## config.mk

```make
export PLATFORM = sky130hd
export DESIGN_NAME = rgba_image_diff_stream
export DESIGN_NICKNAME = d
export VERILOG_FILES = /design/src/rtl/rids_pkg.sv /design/src/rtl/rids_pixel.sv /design/src/rtl/rids_stats.sv /design/src/rtl/rgba_image_diff_stream.sv
export SDC_FILE = /design/constraint.sdc
export NUM_CORES = 1
export LEC_CHECK = 0
export ABC_CLOCK_PERIOD_IN_PS = 16500
export BUFFER_PORTS_ARGS = -buffer_cell sky130_fd_sc_hd__buf_2
export CAP_MARGIN = 20
export CORE_ASPECT_RATIO = 1.5
export CORE_MARGIN = 2
export CORE_UTILIZATION = 60
export DETAILED_ROUTE_END_ITERATION = 16
export GPL_TIMING_DRIVEN = 0
export HOLD_SLACK_MARGIN = 0.15
export PLACE_DENSITY = 0.79
export SYNTH_ARGS = -nofsm -noshare
export SYNTH_HDL_FRONTEND = slang
export SYNTH_SLANG_ARGS = --single-unit
```

## constraint.sdc

```tcl
create_clock -name clk -period 16.5 [get_ports clk]
set_clock_uncertainty 0.05 [all_clocks]
set_input_delay 3.3 -clock clk [delete_from_list [all_inputs] [get_ports clk]]
set_output_delay 3.3 -clock clk [all_outputs]
set_load 0.01 [all_outputs]
```

## src/rtl/rids_pkg.sv

```systemverilog
// Types and constants shared by the RGBA image difference stream.
`default_nettype none
package rids_pkg;

	localparam int unsigned CFG_DATA_W = 13;
	localparam int unsigned CFG_IDX_W  = 2;
	localparam int unsigned COUNT_W    = 25;
	localparam int unsigned SQ_W       = 18;
	localparam int unsigned WASH_W     = 9;

	typedef logic [7:0]            chan_t;
	typedef logic [11:0]           coord_out_t;
	typedef logic [SQ_W-1:0]       sq_t;
	typedef logic [COUNT_W-1:0]    count_t;
	typedef logic [WASH_W-1:0]     wash_t;
	typedef logic [CFG_DATA_W-1:0] cfg_data_t;
	typedef logic [CFG_IDX_W-1:0]  cfg_idx_t;

	localparam cfg_idx_t CFG_IMAGE_WIDTH  = 2'd0;
	localparam cfg_idx_t CFG_IMAGE_HEIGHT = 2'd1;
	localparam cfg_idx_t CFG_WASH_AMOUNT  = 2'd2;

	localparam cfg_data_t WIDTH_RESET  = 13'd640;
	localparam cfg_data_t HEIGHT_RESET = 13'd480;
	localparam wash_t     WASH_RESET   = 9'd128;
	localparam wash_t     WASH_FULL    = 9'd256;

	localparam chan_t CHAN_MAX = 8'd255;
	localparam chan_t CHAN_MIN = 8'd0;

	typedef struct packed {
		chan_t a_red;
		chan_t a_green;
		chan_t a_blue;
		chan_t a_alpha;
		chan_t b_red;
		chan_t b_green;
		chan_t b_blue;
		chan_t b_alpha;
	} in_t;

	typedef struct packed {
		chan_t      out_red;
		chan_t      out_green;
		chan_t      out_blue;
		chan_t      out_alpha;
		logic       pixel_differs;
		count_t     differing_count;
		sq_t        largest_sq_distance;
		chan_t      largest_channel_gap;
		coord_out_t largest_x;
		coord_out_t largest_y;
		logic       frame_done;
	} out_t;

	// Per-pixel datapath result handed to the statistics unit
	typedef struct packed {
		chan_t red;
		chan_t green;
		chan_t blue;
		chan_t alpha;
		logic  differs;
		sq_t   sq;
		chan_t gap;
	} pix_res_t;

	// Frame statistics after the current pixel
	typedef struct packed {
		count_t     differing_count;
		sq_t        largest_sq;
		chan_t      largest_gap;
		coord_out_t largest_x;
		coord_out_t largest_y;
		logic       frame_done;
	} stats_t;

endpackage
`default_nettype wire

```

## src/rtl/rids_pixel.sv

```systemverilog
// Per-pixel datapath: channel gaps, squared RGB distance, opaque red for differing pixels, else wash toward white.
`default_nettype none
module rids_pixel (
	input  var rids_pkg::in_t      px,
	input  var rids_pkg::wash_t    wash,
	output var rids_pkg::pix_res_t res
);
	import rids_pkg::*;

	function automatic chan_t abs_gap(input chan_t x, input chan_t y);
		return (x > y) ? chan_t'(x - y) : chan_t'(y - x);
	endfunction

	function automatic chan_t wash_chan(input chan_t c, input wash_t w);
		logic [15:0] prod;
		prod = 16'(CHAN_MAX - c) * 16'(w);
		return chan_t'(c + prod[15:8]);
	endfunction

	chan_t       dr, dg, db, da;
	logic [15:0] sr, sg, sb;
	wash_t       w_sat;
	chan_t       gap_rgb;

	always_comb begin
		dr = abs_gap(px.a_red,   px.b_red);
		dg = abs_gap(px.a_green, px.b_green);
		db = abs_gap(px.a_blue,  px.b_blue);
		da = abs_gap(px.a_alpha, px.b_alpha);
		sr = 16'(dr) * 16'(dr);
		sg = 16'(dg) * 16'(dg);
		sb = 16'(db) * 16'(db);
		w_sat = (wash > WASH_FULL) ? WASH_FULL : wash;

		gap_rgb = (dg > dr) ? dg : dr;
		gap_rgb = (db > gap_rgb) ? db : gap_rgb;

		res.sq      = sq_t'(sr) + sq_t'(sg) + sq_t'(sb);
		res.differs = (dr != CHAN_MIN) || (dg != CHAN_MIN) || (db != CHAN_MIN);
		res.gap     = (da > gap_rgb) ? da : gap_rgb;

		if (res.differs) begin
			res.red   = CHAN_MAX;
			res.green = CHAN_MIN;
			res.blue  = CHAN_MIN;
			res.alpha = CHAN_MAX;
		end else begin
			res.red   = wash_chan(px.a_red,   w_sat);
			res.green = wash_chan(px.a_green, w_sat);
			res.blue  = wash_chan(px.a_blue,  w_sat);
			res.alpha = px.a_alpha;
		end
	end

endmodule
`default_nettype wire

```

## src/rtl/rids_stats.sv

```systemverilog
// Raster position counters and per-frame difference statistics.
`default_nettype none
module rids_stats #(
	parameter int unsigned COORD_BITS = 12
) (
	input  var logic                clk,
	input  var logic                arst_n,
	input  var logic                step,
	input  var rids_pkg::pix_res_t  pix,
	input  var rids_pkg::cfg_data_t image_width,
	input  var rids_pkg::cfg_data_t image_height,
	output var rids_pkg::stats_t    stats
);
	import rids_pkg::*;

	// Wide enough for both the size register and 2^COORD_BITS
	localparam int unsigned SW = (COORD_BITS + 1 > CFG_DATA_W) ? COORD_BITS + 1 : CFG_DATA_W;

	typedef logic [COORD_BITS-1:0] coord_t;
	typedef logic [SW-1:0]         size_t;

	localparam size_t SIZE_LIM = size_t'(1) << COORD_BITS;

	function automatic coord_t last_pos(input cfg_data_t v);
		size_t ve;
		size_t eff;
		ve  = size_t'(v);
		eff = (ve == '0) ? size_t'(1) : ((ve > SIZE_LIM) ? SIZE_LIM : ve);
		return coord_t'(eff - size_t'(1));
	endfunction

	coord_t col_q, row_q, best_col_q, best_row_q;
	count_t cnt_q;
	sq_t    best_sq_q;
	chan_t  best_gap_q;

	coord_t last_col, last_row;
	logic   row_end, frame_end, take_best;
	count_t cnt_nxt;
	sq_t    best_sq_nxt;
	chan_t  best_gap_nxt;
	coord_t best_col_nxt, best_row_nxt;

	always_comb begin
		last_col  = last_pos(image_width);
		last_row  = last_pos(image_height);
		row_end   = col_q >= last_col;
		frame_end = row_end && (row_q >= last_row);

		cnt_nxt = cnt_q;
		if (pix.differs && (cnt_q != '1))
			cnt_nxt = cnt_q + count_t'(1);

		// strict compare keeps the first pixel of equal distance
		take_best    = pix.differs && (pix.sq > best_sq_q);
		best_sq_nxt  = take_best ? pix.sq : best_sq_q;
		best_gap_nxt = take_best ? pix.gap : best_gap_q;
		best_col_nxt = take_best ? col_q : best_col_q;
		best_row_nxt = take_best ? row_q : best_row_q;

		stats.differing_count = cnt_nxt;
		stats.largest_sq      = best_sq_nxt;
		stats.largest_gap     = best_gap_nxt;
		stats.largest_x       = coord_out_t'(best_col_nxt);
		stats.largest_y       = coord_out_t'(best_row_nxt);
		stats.frame_done      = frame_end;
	end

	always_ff @(posedge clk or negedge arst_n) begin
		if (!arst_n) begin
			col_q      <= '0;
			row_q      <= '0;
			cnt_q      <= '0;
			best_sq_q  <= '0;
			best_gap_q <= '0;
			best_col_q <= '0;
			best_row_q <= '0;
		end else if (step) begin
			if (frame_end) begin
				col_q      <= '0;
				row_q      <= '0;
				cnt_q      <= '0;
				best_sq_q  <= '0;
				best_gap_q <= '0;
				best_col_q <= '0;
				best_row_q <= '0;
			end else begin
				if (row_end) begin
					col_q <= '0;
					row_q <= row_q + coord_t'(1);
				end else begin
					col_q <= col_q + coord_t'(1);
				end
				cnt_q      <= cnt_nxt;
				best_sq_q  <= best_sq_nxt;
				best_gap_q <= best_gap_nxt;
				best_col_q <= best_col_nxt;
				best_row_q <= best_row_nxt;
			end
		end
	end

endmodule
`default_nettype wire

```

## src/rtl/rgba_image_diff_stream.sv

```systemverilog
// Path: a pixel pair is captured in the input register, its result in the output register.
// Throughput: one pair per cycle unless the output stalls; input register refills meanwhile.
// Statistics update as the item leaves the input register; output stall only
// holds the input side when both registers are full.
// Reset: arst_n clears valids, counters and statistics, and loads the register defaults.
`default_nettype none
module rgba_image_diff_stream #(
	parameter int unsigned COORD_BITS = 12
) (
	input  var logic                clk,
	input  var logic                arst_n,
	input  var logic                cfg_write,
	input  var rids_pkg::cfg_idx_t  cfg_index,
	input  var rids_pkg::cfg_data_t cfg_data,
	input  var logic                in_valid,
	output var logic                in_stall,
	input  var rids_pkg::in_t       in_data,
	output var logic                out_valid,
	input  var logic                out_stall,
	output var rids_pkg::out_t      out_data
);
	import rids_pkg::*;

	cfg_data_t width_q, height_q;
	wash_t     wash_q;

	logic     vld_s1, vld_s2;
	in_t      data_s1;
	out_t     data_s2;
	logic     adv;
	pix_res_t pix;
	stats_t   stats;

	always_ff @(posedge clk or negedge arst_n) begin
		if (!arst_n) begin
			width_q  <= WIDTH_RESET;
			height_q <= HEIGHT_RESET;
			wash_q   <= WASH_RESET;
		end else if (cfg_write) begin
			case (cfg_index)
				CFG_IMAGE_WIDTH:  width_q  <= cfg_data;
				CFG_IMAGE_HEIGHT: height_q <= cfg_data;
				CFG_WASH_AMOUNT:  wash_q   <= wash_t'(cfg_data);
				default: ;
			endcase
		end
	end

	assign adv       = !vld_s2 || !out_stall;
	assign in_stall  = vld_s1 && !adv;
	assign out_valid = vld_s2;
	assign out_data  = data_s2;

	rids_pixel u_pixel (
		.px   (data_s1),
		.wash (wash_q),
		.res  (pix)
	);

	rids_stats #(
		.COORD_BITS (COORD_BITS)
	) u_stats (
		.clk          (clk),
		.arst_n       (arst_n),
		.step         (vld_s1 && adv),
		.pix          (pix),
		.image_width  (width_q),
		.image_height (height_q),
		.stats        (stats)
	);

	always_ff @(posedge clk or negedge arst_n) begin
		if (!arst_n) begin
			vld_s1 <= 1'b0;
			vld_s2 <= 1'b0;
		end else begin
			if (!in_stall)
				vld_s1 <= in_valid;
			if (adv)
				vld_s2 <= vld_s1;
		end
	end

	always_ff @(posedge clk) begin
		if (in_valid && !in_stall)
			data_s1 <= in_data;
		if (vld_s1 && adv) begin
			data_s2.out_red             <= pix.red;
			data_s2.out_green           <= pix.green;
			data_s2.out_blue            <= pix.blue;
			data_s2.out_alpha           <= pix.alpha;
			data_s2.pixel_differs       <= pix.differs;
			data_s2.differing_count     <= stats.differing_count;
			data_s2.largest_sq_distance <= stats.largest_sq;
			data_s2.largest_channel_gap <= stats.largest_gap;
			data_s2.largest_x           <= stats.largest_x;
			data_s2.largest_y           <= stats.largest_y;
			data_s2.frame_done          <= stats.frame_done;
		end
	end

endmodule
`default_nettype wire

```

== After elaboration in Yosys (flattened, before gate mapping) ==
Index checks and enable logic that the tools add are counted.
Word-level totals
  memories kept: 0
  latch bits: 0
  logic and storage cells: 124
  flip-flop bits (word level): 309
  bits in writable memories: 0
  bits of input ports: 84
  memory bits (read-only): 0
Operators by class
  reduce and logical (&&, ||, !) cells: 24
  mux-type cells: 26
  shift-type cells: 0
  add/sub/neg operators: 21
  bitwise gates (word level): 0
  magnitude comparators: 13
  multiply operators: 6
  equal/unequal tests: 3
  div/mod/pow operators: 0
Operators with widths (number)
  $mux 12: 12
  $mux 8: 9
  $sub 8x8->8: 8
  $gt 8x8->1: 7
  $mux 25: 2
  $mul 16x9->16: 3
  $mul 8x8->16: 3
  $mux 18: 2
  $sub 8x8->9 const A: 3
  $gt 13x13->1 const B: 2
  $logic_not 13->1: 2
  $add 25x1->25 const B: 1
  $ne 25x25->1 const B: 1
  $add 12x1->12 const B: 2
  $add 8x8->8: 3
  $ge 12x12->1: 2
  $reduce_bool 8->1: 3
  $sub 12x1->12 const B: 2
  $add 18x16->18: 1
  $gt 18x18->1: 1
  $add 16x16->17: 1
  $gt 9x9->1 const B: 1
  $mux 9: 1
  $reduce_and 2->1: 4
  7 further kinds: 17

== Depth between registers and ports, before layout ==
Gate-level depths: netlist (run 1).
  depth after elaboration: 10
  gate-level depth with buffers: 55
  mapped depth without buffers: 51

== By module ==
Synthesis (run 1) repeated with hierarchy kept, for this count alone.
Unflattened totals
  cells, all modules: 3067
  area total of the unflattened synthesis: 29987.5 um2
Modules (own cells, without submodules)
  rids_pixel: cells an instance 1967, area an instance 16151.7 um2, times used 1, seq. area each 0.0 um2
  rids_stats: cells an instance 844, area an instance 7206.9 um2, times used 1, seq. area each 2477.4 um2
  rgba_image_diff_stream: cells an instance 256, area an instance 6628.9 um2, times used 1, seq. area each 6129.6 um2

== Worst setup path before layout (run 1) ==
Ideal clock, no wire load.
  kind: register to register
  start point: register data_s1[56] (netlist name)
  end point: register u_stats.best_sq_q[1]
  stages on the path, launching flop included: 55
  required time: 16.163 ns
  setup slack: 4.248 ns
  arrival time: 11.916 ns
  path through: edfxtp_1 > inv_1 > ha_1 > inv_1 > fa_1 > nand3_1 > a21oi_1 > o21ai_2 > mux2_2 > xor2_1 > inv_1 > nor2_1 > inv_1 > fa_1 > fa_1 > fa_1 > inv_1 > fa_1 > [... 19 more ...] > nor2_1 > o21ai_0 > a41o_1 > nor4_1 > nor2_1 > xnor2_1 > ha_1 > a21o_1 > a211oi_1 > o21ai_0 > a21oi_1 > a211oi_1 > o21ai_2 > buf_6 > buf_8 > buf_8 > mux2i_1 > o22ai_2
Between the ends
  longest elaborated chain between the ends: 9
Ends and longest elaborated chain
  start: declaration: line rgba_image_diff_stream.sv:28  | in_t data_s1;
  start signal: assignment: line rgba_image_diff_stream.sv:86  | data_s1 <= in_data;
  $sub 8x8->8 / $gt 8x8->1 (equally long branches): line rids_pixel.sv:11  | return (x > y) ? chan_t'(x - y) : chan_t'(y - x);
  $mux 8 *: line rids_pixel.sv:11
  $mul 8x8->16: line rids_pixel.sv:30  | sr = 16'(dr) * 16'(dr);
  $add 16x16->17: line rids_pixel.sv:38  | res.sq = sq_t'(sr) + sq_t'(sg) + sq_t'(sb);
  $add 18x16->18: line rids_pixel.sv:38
  $gt 18x18->1: line rids_stats.sv:55  | take_best = pix.differs && (pix.sq > best_sq_q);
  $logic_and 1x1->1: line rids_stats.sv:55
  $mux 18 *: line rids_stats.sv:56  | best_sq_nxt = take_best ? pix.sq : best_sq_q;
  $mux 18 *: line rids_stats.sv:79  | if (frame_end) begin
  end signal: assignment: line rids_stats.sv:95  | best_sq_q <= best_sq_nxt;
  end: declaration: line rids_stats.sv:34  | sq_t best_sq_q;
Every way passes the cells marked *; elsewhere a longest branch is shown, timed or not.
A chain may end at the register's enable or synchronous reset.

==> reports/qor.yml, run 1 <==
outcome:
  status: "finished clean"
timing:
  rsz0062_at_grt: "no"
  timing.final.crit_share_pct: 87.9
  setup_slack_ns: 2.00
  finalSetupViolCount: 0
  slew_headroom_pct: 26.6
  maxSlewViolCount: 0
  worst_pin_slew_ns: 1.09
  setup_tns_ns: 0
  layout_min_cycle_time_ns: 14.50
  finalHoldViolCount: 0
  max_freq_mhz: 69.0
  whs_ns: 0.443
cells_and_area:
  n_fill_cell: 3880
  drive_gt1_share_pct: 12.0
  antenna_cells: 0
  finalNetCount: 3870
  fin_util_pct: 66.5
  area_growth_pct: 9.97
floorplan:
  core_area_um2: 48600
  die_w_um: 185
  fp-row-count: 99
  die_area_um2: 50800
  io_pins: 195
  start_util_pct: 60.5
  dieHeight_um: 275
routing:
  vias_per_cell: 5.76
  drt-initial-drc-count: 1205
  dr.pass1.iters: 7
  finalWirelength_um: 75100
  drc: 0
  avgRoutedWirePerCell_um: 19.3
  vias: 22339
  drtAntennaViolNets: 0
min_path:
  hold_path.class: "reg2reg"
placed_design:
  numPortBuffers: 194
  gp_congestion: 0.963
  place_ws_ns: 2.03
  dp_hpwl_um: 60700
grt:
  grt_max_degree: 72
  grt_overflow: 0
  antenna_found_initial: 0
  grt_pass1_wl_um: 119000
  grtUsageTotal_pct: 30.1
  grt_pass1_vias: 23576
clock_network:
  cts_resized: 0
  cts_tree: "done"
  clk_latency_ns: 0.61
  path_clk_slew_ns: 0.07
  clock_sinks: 309
  clock-root-buffer: "clkbuf_16"
  ctsHoldBuffers: 0
  htree_num_levels: 1
  cts-buffers-inserted: 30
  clockBufferDepth: 3
  post_cts_buffers: 0
logic_synthesis:
  synth-edff-count: 173
  ys_warn_count: 0
  synthTopCellsByArea: "edfxtp_1 (18%), fa_1 (17%), ha_1 (14%)"
  synth_top_area_cell: "edfxtp_1"
  synth.distinct_cells: 79
  syn_inst: 2970
  synth.most_common_cell: "inv_1"
  avgSynthCellArea_um2: 9.89
  synth_flop_cell: "edfxtp_1"
  syn_nets: 3640
  synth_top_cell_area_share_pct: 17.7
  synth-seq-area-share_pct: 29.3
  synth_seq_cells: 309
  synth_async_sr_flop_share_pct: 44.0
  syn_area_um2: 29400
  yosys-top-cells-count: "inv_1 (498), ha_1 (335), nor2_1 (276), fa_1 (251), nand2_1 (225)"
critical_path:
  required_ns: 16.79
  critPathSlowestCell: "xor2_1"
  startpoint_type: "register"
  worst_path_most_repeated_cell: "inv_1"
  critPathKind: "reg2reg"
  arrival_ns: 14.80
  worstSetupEndpointType: "register"
  slowest_delay_ns: 0.73
  path_max_fanout: 10
flow_run:
  drv_cap: 0
per-stage QoR:
| stage | cells | instance area (µm²) |
|---|---|---|
| 2_1_floorplan | 2970 | 29400 |
| 4_1_cts | 3879 | 32300 |
| 6_report | 3880 | 32300 |
| 3_5_place_dp | 3823 | 31200 |
| 3_3_place_gp | 3820 | 31200 |
| 5_1_grt | 3880 | 32300 |
cells in the final DEF (no fill, tap or decap), drive strengths merged, types with 21 or more instances in the layout:
master / count
nand4: 39
mux2i: 37
xnor2: 101
a21oi: 106
a211oi: 22
nor2: 279
buf: 218
nor3: 32
nand3: 43
edfxtp: 173
clkbuf: 112
dfrtp: 129
nand2b: 32
or3: 21
ha: 335
mux2: 90
nand2: 225
fa: 251
inv: 502
o21ai: 96
nor2b: 21
a22o: 45
a21o: 45
xor2: 39
layout make-up:
class	instances	area, µm²	area share [%]
flip-flops and latches	309	8610	26.7
well taps	656	821	2.54
clock inverters	15	168	0.519
repair buffers	198	1060	3.28
clock buffers	41	875	2.71
multi-input cells	2067	18500	57.1
inverters	503	1890	5.85
plain buffers	91	422	1.31
sequential cells by signal, indices dropped and copies added (netlist names), 8 cells and up:
signal and count:
data_s1 64, height_q 13, out_data 109, u_stats.best_col_q 12, u_stats.best_gap_q 8, u_stats.best_row_q 12, u_stats.best_sq_q 18, u_stats.cnt_q 25
u_stats.col_q 12, u_stats.row_q 12, wash_q 9, width_q 13
worst paths after layout:
kind,from,slack [ns],to,depth (start not counted)
max in group asynchronous,arst_n,12.87,height_q[5]$_DFFE_PN1P_,2
max,data_s1[56]$_DFFE_PP_,2.00,out_data[34]$_DFFE_PP_,54
min in group asynchronous,arst_n,2.68,u_stats.best_sq_q[14]$_DFFE_PN0P_,1
min reg2reg,u_stats.best_gap_q[7]$_DFFE_PN0P_,0.44,u_stats.best_gap_q[7]$_DFFE_PN0P_,1
max reg2reg,data_s1[56]$_DFFE_PP_,2.00,out_data[34]$_DFFE_PP_,54
min,u_stats.best_gap_q[7]$_DFFE_PN0P_,0.44,u_stats.best_gap_q[7]$_DFFE_PN0P_,1
metal layers:
layer / track usage [%] / part of all wire, % / up-vias
met5: 0 / 0 / -
met4: 17.1 / 6.2 / 0
met3: 2.86 / 4.7 / 233
met2: 55.4 / 52 / 747
met1: 34.1 / 37 / 10959
li1: - / - / 10400
critical path, delay by kind of cell (launching register included):
family          cells  cell delay, ns
buf+inv            15            1.71
compound gates     12            2.44
simple gates        7            0.92
mux                 2            0.62
flops               1            0.59
fa+ha+maj          15            6.59
xor+xnor            3            1.31
kinds of logic (layout without fill, tap and decap cells):
kind of cell | count (synthesis) | in the layout | share of synthesized area (%)
XOR/XNOR | 140 | 140 | 4.23
AO/OA/AOI/OAI | 440 | 440 | 10.1
AND/OR/NAND/NOR | 774 | 774 | 12.1
multiplexers | 127 | 127 | 4.98
adder cells (fa/ha/maj) | 586 | 586 | 31.4
buffers and inverters | 594 | 848 | 7.85
flip-flops | 309 | 309 | 29.3
Power of run 1 is not shown: default switching activity piles up to over one toggle a cycle in this logic, so the estimate is an artifact.
==> inputs of run 2 (changes only) <==
--- a/config.mk
+++ b/config.mk
@@ -10,11 +10,11 @@
 export CAP_MARGIN = 20
 export CORE_ASPECT_RATIO = 1.5
 export CORE_MARGIN = 2
-export CORE_UTILIZATION = 60
+export CORE_UTILIZATION = 30
 export DETAILED_ROUTE_END_ITERATION = 16
 export GPL_TIMING_DRIVEN = 0
 export HOLD_SLACK_MARGIN = 0.15
-export PLACE_DENSITY = 0.79
+export PLACE_DENSITY = 0.45
 export SYNTH_ARGS = -nofsm -noshare
 export SYNTH_HDL_FRONTEND = slang
 export SYNTH_SLANG_ARGS = --single-unit
==> run 2 against run 1 <==
Net effect: utilization decreased by 32 points; critical path depth decreased by 2; cell area increased by 3.0%; critical endpoint unchanged.
==> reports/qor.yml, run 2 (synthesis gave the netlist of run 1 again) <==
clock_network:
  cts-buffers-inserted: 36
  cts_tree: "done"
  cts_resized: 0
  post_cts_buffers: 0
  htree_num_levels: 2
  clock-root-buffer: "clkbuf_16"
  clk_latency_ns: 0.59
  clock_sinks: 309
  clockBufferDepth: 3
  ctsHoldBuffers: 0
  path_clk_slew_ns: 0.06
timing:
  setup_tns_ns: 0
  finalHoldViolCount: 0
  layout_min_cycle_time_ns: 15.02
  rsz0062_at_grt: "no"
  max_freq_mhz: 66.6
  finalSetupViolCount: 0
  maxSlewViolCount: 0
  worst_pin_slew_ns: 1.20
  timing.final.crit_share_pct: 91.0
  slew_headroom_pct: 20.0
  whs_ns: 0.441
  setup_slack_ns: 1.48
floorplan:
  fp-row-count: 140
  start_util_pct: 30.3
  die_area_um2: 100000
  core_area_um2: 97000
  dieHeight_um: 387
  die_w_um: 259
  io_pins: 195
critical_path:
  worstSetupEndpointType: "register"
  required_ns: 16.76
  arrival_ns: 15.28
  path_max_fanout: 10
  slowest_delay_ns: 0.92
  critPathKind: "reg2reg"
  startpoint_type: "register"
  critPathSlowestCell: "xor2_1"
routing:
  avgRoutedWirePerCell_um: 18.6
  vias_per_cell: 4.69
  finalWirelength_um: 84000
  drc: 0
  dr.pass1.iters: 5
  vias: 21184
  drtAntennaViolNets: 0
  drt-initial-drc-count: 929
grt:
  busiest_layer: "met2"
  grt_use_met1_pct: 19.8
  grt_overflow: 0
  grt_pass1_vias: 22550
  antenna_found_initial: 3
  grt_max_degree: 79
  grt_pass1_wl_um: 130000
  grtUsageMet3_pct: 2.26
  met2_usage_pct: 30.5
  grtUsageTotal_pct: 16.8
placed_design:
  dpl-instance-area_um2: 32100
  place_ws_ns: 1.35
  gp_congestion: 0.866
  dp_hpwl_um: 69000
  numPortBuffers: 194
cells_and_area:
  stdcell_area_um2: 33300
  final_cell_mix: "inv_1 (498), ha_1 (335), nor2_1 (276), fa_1 (251), nand2_1 (225)"
  final_common_cell: "inv_1"
  area_growth_pct: 13.3
  drive_gt1_share_pct: 12.4
  largest_reg_flops: 109
  finalNetCount: 3880
min_path:
  hold_path.class: "reg2reg"
flow_run:
  drv_cap: 0
outcome:
  status: "finished clean"
[run 2: cell types whose count changed in the layout (fill, tap and decap cells not counted), sizes merged]
cell and change:
diode +1, clkbuf +4, bufinv -1, buf +4, clkinvlp -1, clkinv +4
inv +3
[run 2: cell type report]
type	count	area (µm²)
clock buffers	45	972
inverters	503	1890
plain buffers	91	422
flip-flops and latches	309	8610
fillers	10084	63800
clock inverters	20	165
repair buffers	202	1120
well taps	1278	1600
multi-input cells	2067	18500
diodes	1	2.50
[run 2: layer usage]
metal | vias up | part of all wire (%)
li1 | 10429 | -
met1 | 10218 | 41
met2 | 391 | 51
met3 | 140 | 3.8
met4 | 6 | 4.2
met5 | - | 0.055
[run 2: path summary, 6_finish.rpt]
kind                                                        start                           endpoint  slack, ns  depth (start not counted)
max in group asynchronous                                  arst_n            height_q[8]$_DFFE_PN1P_      12.93                          2
worst max register to register              data_s1[56]$_DFFE_PP_             out_data[34]$_DFFE_PP_       1.48                         52
worst max-delay path                        data_s1[56]$_DFFE_PP_             out_data[34]$_DFFE_PP_       1.48                         52
worst min-delay path            u_stats.best_gap_q[6]$_DFFE_PN0P_  u_stats.best_gap_q[6]$_DFFE_PN0P_       0.44                          1
min in group asynchronous                                  arst_n  u_stats.best_row_q[3]$_DFFE_PN0P_       2.66                          1
worst min register to register  u_stats.best_gap_q[6]$_DFFE_PN0P_  u_stats.best_gap_q[6]$_DFFE_PN0P_       0.44                          1
[run 2: worst max-delay path, delay by kind of cell, from the launching register on]
family,cells,cell delay [ns]
adder cells (fa/ha/maj),14,6.49
AO/OA/AOI/OAI,11,2.20
buffers and inverters,14,1.87
XOR/XNOR,3,1.59
AND/OR/NAND/NOR,8,1.25
multiplexers,2,0.66
flip-flops,1,0.60
[run 2: through the flow]
| stage | util [%] | std cells |
|---|---|---|
| after global placement | 32.9 | 4442 |
| after CTS | 34.3 | 4515 |
| after detailed placement | 33.1 | 4450 |
| after global routing | 34.3 | 4515 |
| after floorplan | - | 2970 |
| final | 34.3 | 4516 |
Power of run 2 is left out for the same reason.
